**config.mk**
```make
export PLATFORM = sky130hd
export DESIGN_NAME = hsv_to_rgb_converter
export DESIGN_NICKNAME = d
export VERILOG_FILES = /design/src/rtl/h2r_pkg.sv /design/src/rtl/h2r_front.sv /design/src/rtl/h2r_queue.sv /design/src/rtl/h2r_back.sv /design/src/rtl/hsv_to_rgb_converter.sv
export SDC_FILE = /design/constraint.sdc
export NUM_CORES = 1
export LEC_CHECK = 0
export BUFFER_PORTS_ARGS = -buffer_cell sky130_fd_sc_hd__buf_4
export CORE_MARGIN = 2
export CORE_UTILIZATION = 64
export DETAILED_ROUTE_END_ITERATION = 12
export GPL_ROUTABILITY_DRIVEN = 0
export PLACE_DENSITY = 0.82
export SLEW_MARGIN = 30
export SYNTH_ARGS = -nofsm -noshare
export SYNTH_HDL_FRONTEND = slang
export SYNTH_SLANG_ARGS = --single-unit
```
**constraint.sdc**
```tcl
create_clock -name clk -period 6.8 [get_ports clk]
set_clock_uncertainty 0.15 [all_clocks]
set_input_delay 1.36 -clock clk [delete_from_list [all_inputs] [get_ports clk]]
set_output_delay 1.36 -clock clk [all_outputs]
set_load 0.005 [all_outputs]
```
**src/rtl/h2r_pkg.sv**
```systemverilog
// Shared types and constants of the HSV to RGB converter.
package h2r_pkg;

	// Input item: one HSV color
	typedef struct packed {
		logic [8:0] hue;
		logic [7:0] saturation;
		logic [7:0] brightness;
	} hsv_t;

	// Result item: one RGB color
	typedef struct packed {
		logic [7:0] red;
		logic [7:0] green;
		logic [7:0] blue;
	} rgb_t;

	// 60-degree hue sectors
	typedef enum logic [2:0] {
		SEC_R_TO_Y = 3'd0,
		SEC_Y_TO_G = 3'd1,
		SEC_G_TO_C = 3'd2,
		SEC_C_TO_B = 3'd3,
		SEC_B_TO_M = 3'd4,
		SEC_M_TO_R = 3'd5
	} sector_t;

	// Classified item handed from front to back through the queue
	typedef struct packed {
		sector_t    sector;
		logic [5:0] hue_dist;    // distance from the nearest primary, 0..60
		logic [7:0] chroma;      // round(S*V/255)
		logic [7:0] brightness;  // V
	} mid_t;

	localparam logic [8:0] HUE_MAX = 9'd360;
	localparam logic [8:0] DEG_60  = 9'd60;
	localparam logic [8:0] DEG_120 = 9'd120;
	localparam logic [8:0] DEG_180 = 9'd180;
	localparam logic [8:0] DEG_240 = 9'd240;
	localparam logic [8:0] DEG_300 = 9'd300;

	// floor(n/255) = (n * 0x8081) >> 23 for any 16-bit n
	localparam logic [15:0] RECIP_255 = 16'h8081;
	localparam int          SHIFT_255 = 23;
	// floor(n/15) = (n * 0x8889) >> 19 for any 16-bit n
	localparam logic [15:0] RECIP_15  = 16'h8889;
	localparam int          SHIFT_15  = 19;

	// rounding biases
	localparam logic [15:0] BIAS_255 = 16'd127;
	localparam logic [13:0] BIAS_60  = 14'd30;

	localparam int QUEUE_DEPTH = 4;

endpackage

```
**src/rtl/h2r_front.sv**
```systemverilog
// Front part: accepts HSV items, finds sector and hue distance, computes chroma.
module h2r_front #(
	parameter int Depth = h2r_pkg::QUEUE_DEPTH
) (
	input  logic                       clk,
	input  logic                       arst_n,
	input  logic                       hsv_valid,
	output logic                       hsv_stall,
	input  h2r_pkg::hsv_t              hsv,
	input  logic [$clog2(Depth+1)-1:0] q_count,
	output logic                       push,
	output h2r_pkg::mid_t              mid
);

	localparam int CntW = $clog2(Depth + 1);

	logic             accept;
	logic [8:0]       hue_c;
	logic [8:0]       r120;
	logic [5:0]       hue_dist;
	h2r_pkg::sector_t sector;

	logic             valid_s1;
	logic [15:0]      prod_s1;
	logic [7:0]       bri_s1;
	logic [5:0]       hue_dist_s1;
	h2r_pkg::sector_t sector_s1;

	logic             valid_s2;
	logic [7:0]       chroma_s2;
	logic [7:0]       bri_s2;
	logic [5:0]       hue_dist_s2;
	h2r_pkg::sector_t sector_s2;

	logic [15:0]      num;
	logic [31:0]      quot;
	logic [CntW:0]    used;

	// Credit check: queue entries plus items still in the front pipeline
	assign used      = {1'b0, q_count} + (CntW+1)'(valid_s1) + (CntW+1)'(valid_s2);
	assign hsv_stall = (used >= (CntW+1)'(Depth));
	assign accept    = hsv_valid && !hsv_stall;

	// Hue clamp, sector and distance to the nearest primary
	always_comb begin
		hue_c = (hsv.hue > h2r_pkg::HUE_MAX) ? h2r_pkg::HUE_MAX : hsv.hue;
		if (hue_c < h2r_pkg::DEG_60)
			sector = h2r_pkg::SEC_R_TO_Y;
		else if (hue_c < h2r_pkg::DEG_120)
			sector = h2r_pkg::SEC_Y_TO_G;
		else if (hue_c < h2r_pkg::DEG_180)
			sector = h2r_pkg::SEC_G_TO_C;
		else if (hue_c < h2r_pkg::DEG_240)
			sector = h2r_pkg::SEC_C_TO_B;
		else if (hue_c < h2r_pkg::DEG_300)
			sector = h2r_pkg::SEC_B_TO_M;
		else
			sector = h2r_pkg::SEC_M_TO_R;

		if (hue_c >= h2r_pkg::DEG_240)
			r120 = hue_c - h2r_pkg::DEG_240;
		else if (hue_c >= h2r_pkg::DEG_120)
			r120 = hue_c - h2r_pkg::DEG_120;
		else
			r120 = hue_c;

		// hue of 360 leaves r120 = 120, so the distance is zero
		if (r120 < h2r_pkg::DEG_60)
			hue_dist = r120[5:0];
		else
			hue_dist = 6'(h2r_pkg::DEG_120 - r120);
	end

	// Chroma: round(p/255) = floor((p + 127)/255)
	assign num  = prod_s1 + h2r_pkg::BIAS_255;
	assign quot = num * h2r_pkg::RECIP_255;

	// Valid bits
	always_ff @(posedge clk or negedge arst_n) begin
		if (!arst_n) begin
			valid_s1 <= 1'b0;
			valid_s2 <= 1'b0;
		end else begin
			valid_s1 <= accept;
			valid_s2 <= valid_s1;
		end
	end

	// Payload stages
	always_ff @(posedge clk) begin
		prod_s1     <= hsv.saturation * hsv.brightness;
		bri_s1      <= hsv.brightness;
		hue_dist_s1 <= hue_dist;
		sector_s1   <= sector;

		chroma_s2   <= quot[h2r_pkg::SHIFT_255 +: 8];
		bri_s2      <= bri_s1;
		hue_dist_s2 <= hue_dist_s1;
		sector_s2   <= sector_s1;
	end

	assign push           = valid_s2;
	assign mid.sector     = sector_s2;
	assign mid.hue_dist   = hue_dist_s2;
	assign mid.chroma     = chroma_s2;
	assign mid.brightness = bri_s2;

endmodule

```
**src/rtl/h2r_queue.sv**
```systemverilog
// Short queue between the front and back parts.
module h2r_queue #(
	parameter int Depth = h2r_pkg::QUEUE_DEPTH
) (
	input  logic                       clk,
	input  logic                       arst_n,
	input  logic                       push,
	input  h2r_pkg::mid_t              wr_data,
	input  logic                       pop,
	output h2r_pkg::mid_t              rd_data,
	output logic                       empty,
	output logic [$clog2(Depth+1)-1:0] count
);

	localparam int PtrW = $clog2(Depth);
	localparam int CntW = $clog2(Depth + 1);

	h2r_pkg::mid_t   mem [Depth];
	logic [PtrW-1:0] wr_ptr_q;
	logic [PtrW-1:0] rd_ptr_q;
	logic [CntW-1:0] count_q;

	// Storage
	always_ff @(posedge clk) begin
		if (push)
			mem[wr_ptr_q] <= wr_data;
	end

	// Pointers and fill level
	always_ff @(posedge clk or negedge arst_n) begin
		if (!arst_n) begin
			wr_ptr_q <= '0;
			rd_ptr_q <= '0;
			count_q  <= '0;
		end else begin
			if (push)
				wr_ptr_q <= (wr_ptr_q == PtrW'(Depth - 1)) ? '0 : wr_ptr_q + 1'b1;
			if (pop)
				rd_ptr_q <= (rd_ptr_q == PtrW'(Depth - 1)) ? '0 : rd_ptr_q + 1'b1;
			if (push && !pop)
				count_q <= count_q + 1'b1;
			else if (pop && !push)
				count_q <= count_q - 1'b1;
		end
	end

	assign rd_data = mem[rd_ptr_q];
	assign empty   = (count_q == '0);
	assign count   = count_q;

endmodule

```
**src/rtl/h2r_back.sv**
```systemverilog
// Back part: computes the secondary component and assembles the RGB item.
module h2r_back (
	input  logic          clk,
	input  logic          arst_n,
	input  logic          q_empty,
	input  h2r_pkg::mid_t q_data,
	output logic          pop,
	output logic          rgb_valid,
	input  logic          rgb_stall,
	output h2r_pkg::rgb_t rgb
);

	logic             en;

	logic             valid_s1;
	logic [13:0]      cd_s1;
	logic [7:0]       c_s1;
	logic [7:0]       m_s1;
	h2r_pkg::sector_t sector_s1;

	logic             valid_s2;
	logic [7:0]       x_s2;
	logic [7:0]       c_s2;
	logic [7:0]       m_s2;
	h2r_pkg::sector_t sector_s2;

	logic             rgb_valid_q;
	h2r_pkg::rgb_t    rgb_q;

	logic [13:0]      cd_b;
	logic [11:0]      quarter;
	logic [27:0]      xprod;
	logic [7:0]       rs, gs, bs;

	// Whole back pipeline moves unless a result is held at the output
	assign en  = !(rgb_valid_q && rgb_stall);
	assign pop = en && !q_empty;

	// X = floor((C*d + 30)/60) = floor(((C*d + 30) >> 2)/15)
	assign cd_b    = cd_s1 + h2r_pkg::BIAS_60;
	assign quarter = cd_b[13:2];
	assign xprod   = quarter * h2r_pkg::RECIP_15;

	// Sector routing of C and X
	always_comb begin
		case (sector_s2)
			h2r_pkg::SEC_R_TO_Y: begin rs = c_s2; gs = x_s2; bs = '0;   end
			h2r_pkg::SEC_Y_TO_G: begin rs = x_s2; gs = c_s2; bs = '0;   end
			h2r_pkg::SEC_G_TO_C: begin rs = '0;   gs = c_s2; bs = x_s2; end
			h2r_pkg::SEC_C_TO_B: begin rs = '0;   gs = x_s2; bs = c_s2; end
			h2r_pkg::SEC_B_TO_M: begin rs = x_s2; gs = '0;   bs = c_s2; end
			default:             begin rs = c_s2; gs = '0;   bs = x_s2; end
		endcase
	end

	// Valid bits
	always_ff @(posedge clk or negedge arst_n) begin
		if (!arst_n) begin
			valid_s1    <= 1'b0;
			valid_s2    <= 1'b0;
			rgb_valid_q <= 1'b0;
		end else if (en) begin
			valid_s1    <= pop;
			valid_s2    <= valid_s1;
			rgb_valid_q <= valid_s2;
		end
	end

	// Payload stages
	always_ff @(posedge clk) begin
		if (en) begin
			cd_s1     <= q_data.chroma * q_data.hue_dist;
			c_s1      <= q_data.chroma;
			m_s1      <= q_data.brightness - q_data.chroma;
			sector_s1 <= q_data.sector;

			x_s2      <= xprod[h2r_pkg::SHIFT_15 +: 8];
			c_s2      <= c_s1;
			m_s2      <= m_s1;
			sector_s2 <= sector_s1;

			rgb_q.red   <= rs + m_s2;
			rgb_q.green <= gs + m_s2;
			rgb_q.blue  <= bs + m_s2;
		end
	end

	assign rgb_valid = rgb_valid_q;
	assign rgb       = rgb_q;

endmodule

```
**src/rtl/hsv_to_rgb_converter.sv**
```systemverilog
// HSV to RGB converter: one RGB item out for every HSV item in.
// Path: an accepted item passes the front stages s1 and s2, the queue, and the back
// stages s1, s2 and the output register before it shows on rgb; the back stalls with the output.
// Throughput: one item per clock; hsv_stall rises only when the four-entry
// queue plus the two front stages hold four items.
// Reset clears all valid bits, the queue pointers and the queue fill level; nothing else needs it.
module hsv_to_rgb_converter #(
	parameter int Depth = h2r_pkg::QUEUE_DEPTH
) (
	input  logic          clk,
	input  logic          arst_n,
	input  logic          hsv_valid,
	output logic          hsv_stall,
	input  h2r_pkg::hsv_t hsv,
	output logic          rgb_valid,
	input  logic          rgb_stall,
	output h2r_pkg::rgb_t rgb
);

	localparam int CntW = $clog2(Depth + 1);

	logic            push;
	logic            pop;
	logic            q_empty;
	logic [CntW-1:0] q_count;
	h2r_pkg::mid_t   mid_in;
	h2r_pkg::mid_t   mid_out;

	// Accept and classify
	h2r_front #(.Depth(Depth)) u_front (
		.clk       (clk),
		.arst_n    (arst_n),
		.hsv_valid (hsv_valid),
		.hsv_stall (hsv_stall),
		.hsv       (hsv),
		.q_count   (q_count),
		.push      (push),
		.mid       (mid_in)
	);

	// Decoupling queue
	h2r_queue #(.Depth(Depth)) u_queue (
		.clk     (clk),
		.arst_n  (arst_n),
		.push    (push),
		.wr_data (mid_in),
		.pop     (pop),
		.rd_data (mid_out),
		.empty   (q_empty),
		.count   (q_count)
	);

	// Compute and deliver
	h2r_back u_back (
		.clk       (clk),
		.arst_n    (arst_n),
		.q_empty   (q_empty),
		.q_data    (mid_out),
		.pop       (pop),
		.rgb_valid (rgb_valid),
		.rgb_stall (rgb_stall),
		.rgb       (rgb)
	);

endmodule

```
==> results of run 1 <==
[stage by stage]
step / util / cells / setup WS (ns)
final: 0.713 / 1838 / 1.41
after global routing: 0.713 / 1838 / 1.16
after CTS: 0.713 / 1838 / 1.39
after detailed placement: 0.677 / 1790 / 1.20
after global placement: 0.677 / 1790 / 1.30
after floorplan: - / 1420 / 1.41
[state kept, by name, indices dropped and copies added, names as in the netlist, 6 cells and up]
name / cells
u_back.m_s2: 8
u_queue.mem: 100
u_front.hue_dist_s1: 6
u_back.cd_s1: 13
u_front.hue_dist_s2: 6
u_back.x_s2: 8
u_back.c_s2: 8
u_front.bri_s2: 8
u_back.c_s1: 8
u_front.chroma_s2: 8
u_front.prod_s1: 16
u_front.bri_s1: 8
u_back.rgb: 24
u_back.m_s1: 8
[final cells by class]
type | count | area share
multi-input cells | 975 | 0.491
flip-flops and latches | 253 | 0.378
clock buffers | 30 | 0.0373
inverters | 164 | 0.0334
repair buffers | 63 | 0.0257
well taps | 335 | 0.0228
clock inverters | 18 | 0.0120
[metal layers]
layer	GRT usage	part of all wire	routed length (µm)	vias to the layer above
met4	0.0862	0.032	1050	0
met1	0.283	0.39	12700	5324
met3	0.0269	0.040	1310	70
li1	-	-	-	5140
met2	0.462	0.54	17700	264
met5	0	0	0	-
[cells by family (layout without fill, tap and decap cells)]
kind of cell / Yosys count / after routing
muxes: 39 / 39
adders and majority gates: 291 / 291
and+or+nand+nor: 323 / 323
buffers and inverters: 192 / 275
AOI/OAI and AO/OA: 223 / 223
DFF: 253 / 253
xor gates and xnor gates: 99 / 99
[worst max-delay path, cell delays in order (launching register included)]
cell and delay [ns]:
dfrtp_1 0.86, mux4_2 0.53, and2_1 0.21, fa_1 0.53, inv_1 0.05, fa_1 0.48
fa_1 0.57, inv_1 0.05, ha_1 0.33, a21o_1 0.19, a21oi_1 0.23, o21bai_1 0.09
a21oi_1 0.24, o21ai_1 0.16, or4b_1 0.48, nand4b_1 0.10
[layout by cell type, fill, tap and decap left out, types with 12 or more instances in the layout]
cell type / netlist / routed
a21o_1: 25 / 25
a21oi_1: 75 / 75
a22o_1: 15 / 15
and2_1: 60 / 60
buf_4: 1 / 63
clkbuf_16: 0 / 27
dfrtp_1: 12 / 12
dfxtp_1: 58 / 58
edfxtp_1: 183 / 183
fa_1: 80 / 80
ha_1: 211 / 211
inv_1: 163 / 163
mux2_2: 13 / 13
mux4_2: 25 / 25
nand2_1: 128 / 127
nand2b_1: 13 / 13
nand3_1: 21 / 21
nor2_1: 35 / 34
nor2b_1: 15 / 15
o21ai_0: 24 / 24
xnor2_1: 63 / 63
xor2_1: 34 / 34
[path summary, 6_finish.rpt]
kind | startpoint | endpoint | slack (ns) | cells past startpoint
worst max-delay path | u_queue.rd_ptr_q[1] | u_back.cd_s1[13] | 1.41 | 15
worst min-delay path | u_front.bri_s1[4] | u_front.bri_s2[4] | 0.18 | 0
worst max register to register | u_queue.rd_ptr_q[1] | u_back.cd_s1[13] | 1.41 | 15
worst min register to register | u_front.bri_s1[4] | u_front.bri_s2[4] | 0.18 | 0
max in group asynchronous | arst_n | u_back.valid_s2 | 5.84 | 1
min in group asynchronous | arst_n | u_back.rgb_valid | 0.49 | 1
==> key figures, run 1 <==
Run status
  • Status: completed

Synthesis
  • Unique masters post-synth: 82
  • Register area share after synthesis: 0.416
  • Post-Synth XOR/XNOR Area: 0.0527
  • Ys Warns: 0
  • Syn Inst Count: 1,420
  • Top-count cell post-synth: ha_1
  • Ys flop type: edfxtp_1
  • Post-synthesis instance area: 0.0167 mm²
  • Compound-cell area share of the yosys netlist: 0.0915
  • EDFF count, synth: 183
  • Async SR Flop Fraction: 0.0474
  • Proportion of netlist area held by the largest area contributor: 0.328
  • FF+latch count, synth: 253
  • Syn_nets: 1,740
  • Area leader, netlist: edfxtp_1
  • Mux cell area share after synthesis: 0.0432
  • Main combinational cell family by area after synthesis: adder cells
  • Synth Area in Simple Gates: 0.0985
  • Synth top area cells: edfxtp_1 (33%), ha_1 (16%), fa_1 (9.6%)
  • List of most frequent post-synthesis cells: ha_1 (211), edfxtp_1 (183), inv_1 (163), nand2_1 (128), fa_1 (80)
  • Post-Synth Adder-Cell Area: 0.253
  • Syn_area_per_cell: 11.8 µm²

Routing
  • Wire per inst: 17.8 µm
  • Iter 0 DRT Violations: 659
  • Antenna-violating nets left: 0
  • DR DRC count: 0
  • Vias per cell: 5.87
  • Post-Route WL: 32.7 mm
  • Drt pass-1 iters: 5
  • Routed vias: 10,800

Global routing
  • Remaining Overflow, GRT: 0
  • Vias in the first global route: 11,300
  • First-pass GRT wire length: 54.5 mm
  • GRT Overall Usage: 0.243
  • Antenna violations before repair: 0
  • Largest net degree at the start of global routing: 87

Clocking
  • Setup bufs post-CTS: 0
  • H-tree depth: 1
  • CTS resizes: 0
  • Root buffer cell: clkbuf_16
  • Worst-Skew Late Latency: 0.54 ns
  • CTS tree: yes
  • Reg clk slew, reported paths: 0.06 ns
  • TritonCTS Buffers: 26
  • Hold buffer count at cts: 0
  • Clock tree buffer depth: 3
  • CTS Sinks: 253

STA
  • Setup Viol. Count Final: 0
  • RSZ-0062 raised after global routing: false
  • Worst-Margin Slew: 0.795 ns
  • Fin crit share: 0.792
  • Slew margin rel.: 0.470
  • Fmax: 0.186 GHz
  • Fin crit period: 5.39 ns
  • Final hold vios: 0
  • Pins Over Slew Limit: 0
  • Hold WS: 0.177 ns
  • Fin Setup TNS: 0 ns

Critical path
  • CP required: 7.04 ns
  • Kind of critical path: flop to flop
  • Crit path arrival time: 5.63 ns
  • Crit path max fanout: 17
  • Launching element type of the critical path: flop
  • Worst setup EP type: flop

Floorplanning
  • Initial Util: 0.648
  • Full die area: 0.0275 mm²
  • Row count: 59
  • Core area: 0.0258 mm²
  • IO Pins: 55
  • Die height: 166 µm
  • Die Span X: 166 µm

Placed design
  • Area post-placement: 0.0175 mm²
  • HPWL after detailed placement: 24.4 mm
  • Number of port buffers: 54

Cells and area
  • Final nets: 1,803
  • Area of the multi-input gates: 0.00905 mm²
  • Antenna cells: 0
  • Share of cells above drive strength 1: 0.114
  • Register area: 0.00696 mm²
  • Fillers: 1,738
  • Post-route cell area: 0.0184 mm²
  • Area delta synth->final: 10.0%

Job
  • Max-cap violations: 0

Hold path
  • Worst hold path type: flop to flop
Power of run 1 is left out: the tool's default activity adds up to more than one toggle a clock period on the data nets, which glitch-free logic cannot reach.
==> run 2: changes to the inputs <==
--- a/config.mk
+++ b/config.mk
@@ -7,10 +7,10 @@
 export LEC_CHECK = 0
 export BUFFER_PORTS_ARGS = -buffer_cell sky130_fd_sc_hd__buf_4
 export CORE_MARGIN = 2
-export CORE_UTILIZATION = 64
+export CORE_UTILIZATION = 57
 export DETAILED_ROUTE_END_ITERATION = 12
 export GPL_ROUTABILITY_DRIVEN = 0
-export PLACE_DENSITY = 0.82
+export PLACE_DENSITY = 0.77
 export SLEW_MARGIN = 30
 export SYNTH_ARGS = -nofsm -noshare
 export SYNTH_HDL_FRONTEND = slang
==> constraint.sdc (replaced) <==
create_clock -name clk -period 4.8 [get_ports clk]
set_clock_uncertainty 0.15 [all_clocks]
set_input_delay 0.96 -clock clk [delete_from_list [all_inputs] [get_ports clk]]
set_output_delay 0.96 -clock clk [all_outputs]
set_load 0.005 [all_outputs]
==> key figures, run 2 (synthesized netlist as in run 1, its figures left out) <==
Global routing
  • Antenna violations before repair: 0
  • Vias in the first global route: 11,000
  • First-pass GRT wire length: 50.5 mm
  • Remaining Overflow, GRT: 0
  • GRT Overall Usage: 0.200
  • Largest net degree at the start of global routing: 86

Critical path
  • CP delay by family, top: adder cells
  • Crit-path cells: buf_12 > clkbuf_4 > buf_4 > mux4_2 > nand2_1 > fa_1 > inv_1 > fa_1 > fa_1 > ha_4 > a21oi_2 > o21bai_1 > a21oi_2 > o21ai_2 > or4b_1 > nand4b_1
  • Worst setup EP type: flop
  • Worst setup path startpoint: u_queue.rd_ptr_q[0]
  • Crit path max fanout: 8
  • Crit path max-delay cell type: fa_1
  • Buf/Inv on CP: 4
  • CP required: 5.04 ns
  • Kind of critical path: flop to flop
  • Worst r2r src: u_queue.rd_ptr_q[0]
  • Crit path largest cell delay: 0.58 ns
  • Launching element type of the critical path: flop
  • Crit path arrival time: 4.93 ns
  • Most used cell, CP: fa_1

Floorplanning
  • IO Pins: 55
  • Row count: 62
  • Die Span X: 175 µm
  • Core area: 0.0288 mm²
  • Initial Util: 0.582
  • Die height: 175 µm
  • Full die area: 0.0308 mm²

Routing
  • Routed vias: 10,800
  • Antenna-violating nets left: 0
  • Wire per inst: 15.7 µm
  • Post-Route WL: 30.8 mm
  • Drt pass-1 iters: 5
  • Iter 0 DRT Violations: 504
  • Vias per cell: 5.50
  • DR DRC count: 0

Clocking
  • CTS tree: yes
  • Root buffer cell: clkbuf_16
  • H-tree depth: 1
  • Worst-Skew Late Latency: 0.54 ns
  • TritonCTS Buffers: 25
  • CTS Sinks: 253
  • Clock tree buffer depth: 3
  • Reg clk slew, reported paths: 0.06 ns

Cells and area
  • Area delta synth->final: 14.3%
  • Final nets: 1,875
  • Share of cells above drive strength 1: 0.171
  • Fillers: 2,064
  • Antenna cells: 0
  • Most frequent cells in the layout: ha_1 (207), edfxtp_1 (183), inv_1 (161), buf_4 (129), nand2_1 (127)
  • Commonest non-fill, non-tap cell in the layout: ha_1
  • Max reg flops: 100
  • Largest reg by FF count: u_queue.mem

STA
  • Setup Viol. Count Final: 0
  • Slew margin rel.: 0.493
  • RSZ-0062 raised after global routing: true
  • Fin crit share: 0.978
  • Pins Over Slew Limit: 0
  • Hold WS: 0.0959 ns
  • Fin crit period: 4.70 ns
  • Final hold vios: 0
  • Fin Setup TNS: 0 ns
  • Worst-Margin Slew: 0.754 ns
  • Fmax: 0.213 GHz

Job
  • Max-cap violations: 0

Placed design
  • Number of port buffers: 54
  • HPWL after detailed placement: 23.5 mm

Run status
  • Status: completed

Hold path
  • Worst hold path type: input port to async pin
## run 2: final cells by class
class	count	area (µm²)	share of cell area
well taps	384	480	0.0251
multi-input cells	975	9180	0.480
clock inverters	8	71.3	0.00373
clock buffers	38	768	0.0401
repair buffers	136	1060	0.0554
flip-flops and latches	253	6960	0.364
inverters	164	616	0.0322
## run 2: metrics by stage
stage / util / setup WS (ns) / instance area [µm²] / cells
after floorplan: - / 0.00789 / 16800 / 1420
after global placement: 0.627 / -0.0636 / 18000 / 1894
after detailed placement: 0.627 / -0.179 / 18000 / 1894
after CTS: 0.656 / 0.00994 / 18900 / 1940
after global routing: 0.665 / -0.0586 / 19100 / 1958
final: 0.665 / 0.104 / 19100 / 1958
## run 2: worst register-to-register path, stage by stage (launching register included)
cell	delay, ns
dfrtp_2	0.43
buf_12	0.16
clkbuf_4	0.21
buf_4	0.13
mux4_2	0.57
nand2_1	0.11
fa_1	0.41
inv_1	0.08
fa_1	0.43
fa_1	0.58
ha_4	0.23
a21oi_2	0.14
o21bai_1	0.10
a21oi_2	0.18
o21ai_2	0.09
or4b_1	0.46
nand4b_1	0.09
## run 2: final timing paths
path	slack, ns	cells after the start	end
worst max-delay path	0.10	16	u_back.cd_s1[13]
worst min-delay path	0.1	1	u_back.valid_s2
worst max register to register	0.10	16	u_back.cd_s1[13]
worst min register to register	0.18	0	u_front.sector_s2[1]
max in group asynchronous	4.24	1	u_queue.rd_ptr_q[0]
min in group clk	0.18	0	u_front.sector_s2[1]
## run 2: layer usage
metal / vias to the layer above / routed length, µm / track usage / part of all wire
met2: 193 / 16600 / 0.376 / 0.54
met1: 5241 / 12800 / 0.239 / 0.42
met5: - / 0 / 0 / 0
li1: 5289 / - / - / -
met4: 0 / 480 / 0.0563 / 0.016
met3: 41 / 979 / 0.0249 / 0.032
## run 2: timing repair
item,CTS,global route
hold buffers,0,0
endpoints found under the setup margin,2,10
pin swaps,0,16
resized for setup,1,26
setup buffers,0,18
endpoints found under the hold margin,0,0
Power of run 2 is left out for the same reason.
==> run 3: changes to the inputs <==
==> constraint.sdc (replaced) <==
create_clock -name clk -period 4.8 [get_ports clk]
set_clock_uncertainty 0.15 [all_clocks]
set_input_delay 0.24 -clock clk [delete_from_list [all_inputs] [get_ports clk]]
set_output_delay 0.24 -clock clk [all_outputs]
set_load 0.005 [all_outputs]
==> key figures, run 3 (synthesized netlist as in run 1, its figures left out) <==
Critical path
  • Crit path max fanout: 7
  • Crit path arrival time: 4.96 ns
  • Kind of critical path: flop to flop
  • R2R cell count: 16
  • Worst setup EP type: flop
  • Launching element type of the critical path: flop
  • Worst r2r src: u_queue.rd_ptr_q[0]
  • Worst setup path startpoint: u_queue.rd_ptr_q[0]
  • CP required: 5.03 ns

Routing
  • Iter 0 DRT Violations: 591
  • Vias per cell: 5.63
  • Drt pass-1 iters: 5
  • DR DRC count: 0
  • Post-Route WL: 31.8 mm
  • Met1 WL: 12.8 mm
  • DR WL met3: 1.26 mm
  • Wire per inst: 16.4 µm
  • Uppermost layer routed: met4
  • Routed vias: 10,900
  • Antenna-violating nets left: 0
  • Routed length on met2: 16.8 mm

Floorplanning
  • Row count: 62
  • Die height: 175 µm
  • Initial Util: 0.582
  • Core area: 0.0288 mm²
  • IO Pins: 55
  • Die Span X: 175 µm
  • Full die area: 0.0308 mm²

Global routing
  • Antenna violations before repair: 0
  • First-pass GRT wire length: 52.7 mm
  • Largest net degree at the start of global routing: 86
  • Vias in the first global route: 11,100
  • Remaining Overflow, GRT: 0
  • GRT Overall Usage: 0.208

STA
  • Fmax: 0.212 GHz
  • Worst-Margin Slew: 0.736 ns
  • Slew margin rel.: 0.509
  • RSZ-0062 raised after global routing: true
  • Pins Over Slew Limit: 0
  • Setup Viol. Count Final: 0
  • Final hold vios: 0
  • Fin crit share: 0.985
  • Fin crit period: 4.73 ns

Cells and area
  • Most frequent cells in the layout: ha_1 (205), edfxtp_1 (183), inv_1 (162), nand2_1 (125), buf_4 (96)
  • Commonest non-fill, non-tap cell in the layout: ha_1
  • Post-route cell area: 0.0191 mm²
  • Final nets: 1,860
  • Fillers: 2,018
  • Area delta synth->final: 14.0%
  • Largest reg by FF count: u_queue.mem
  • Antenna cells: 0
  • Max reg flops: 100
  • Share of cells above drive strength 1: 0.151

Clocking
  • H-tree depth: 1
  • TritonCTS Buffers: 25
  • CTS tree: yes
  • Root buffer cell: clkbuf_16
  • Reg clk slew, reported paths: 0.06 ns
  • CTS Sinks: 253
  • Worst-Skew Late Latency: 0.55 ns
  • Clock tree buffer depth: 3

Run status
  • Status: completed

Hold path
  • Worst hold start: hsv[24]
  • Worst hold path type: input port to flop
  • Hold path depth: 3

Job
  • Max-cap violations: 0

Placed design
  • Number of port buffers: 54
  • HPWL after detailed placement: 23.0 mm
  • Area post-placement: 0.0178 mm²
[run 3: layout make-up]
class,instances,area [µm²],area share
clock buffer,35,693,0.0363
clock inverter,11,123,0.00642
inverter,164,616,0.0323
multi-input combinational,975,9190,0.482
sequential,253,6960,0.365
tap,384,480,0.0252
timing repair buffer,121,1020,0.0534
[run 3: critical path, stage by stage, from the launching register on]
cell and delay, ns:
dfrtp_2 0.42, buf_12 0.15, mux4_2 0.51, and2_4 0.18, fa_1 0.54, inv_1 0.06, fa_1 0.46, fa_1 0.56
inv_2 0.05, ha_4 0.24, a21o_1 0.19, a21oi_2 0.16, o21bai_1 0.09, a21oi_2 0.18, o21ai_2 0.08, or4b_1 0.46
nand4b_1 0.10
[run 3: worst paths after layout]
check | to | slack, ns
hold reg to reg | u_front.bri_s2[7] | 0.18
max in group asynchronous | u_queue.rd_ptr_q[0] | 3.41
hold / removal | u_front.sector_s1[1] | 0.04
setup / recovery | u_back.cd_s1[13] | 0.07
min in group asynchronous | u_queue.count[2] | 0.64
setup reg to reg | u_back.cd_s1[13] | 0.07
[run 3: per-stage QoR]
| stage | cells | hold slack [ns] | util | setup slack (ns) | TNS, ns |
|---|---|---|---|---|---|
| CTS | 1931 | 0.0109 | 0.656 | 0.00757 | 0 |
| global route | 1943 | 0.0589 | 0.663 | -0.0939 | -0.157 |
| global placement | 1858 | -0.0599 | 0.617 | 0.0736 | 0 |
| floorplan | 1420 | -0.206 | - | 0.0354 | 0 |
| finish | 1943 | 0.0403 | 0.663 | 0.0732 | 0 |
| detailed placement | 1858 | -0.0572 | 0.617 | -0.0133 | -0.0133 |
[run 3: repair_timing]
action	4_1_cts	5_1_grt
setup buffers	6	12
cloned	1	0
setup endpoints to repair	3	14
pin swaps	2	15
gates resized for setup	4	27
hold buffers	20	0
hold endpoints to repair	29	0
[run 3: per-layer routing]
metal | global-route usage | vias up
li1 | - | 5247
met1 | 0.250 | 5342
met2 | 0.390 | 274
met3 | 0.0221 | 76
met4 | 0.0649 | 0
met5 | 0 | -
Power of run 3 is left out for the same reason.
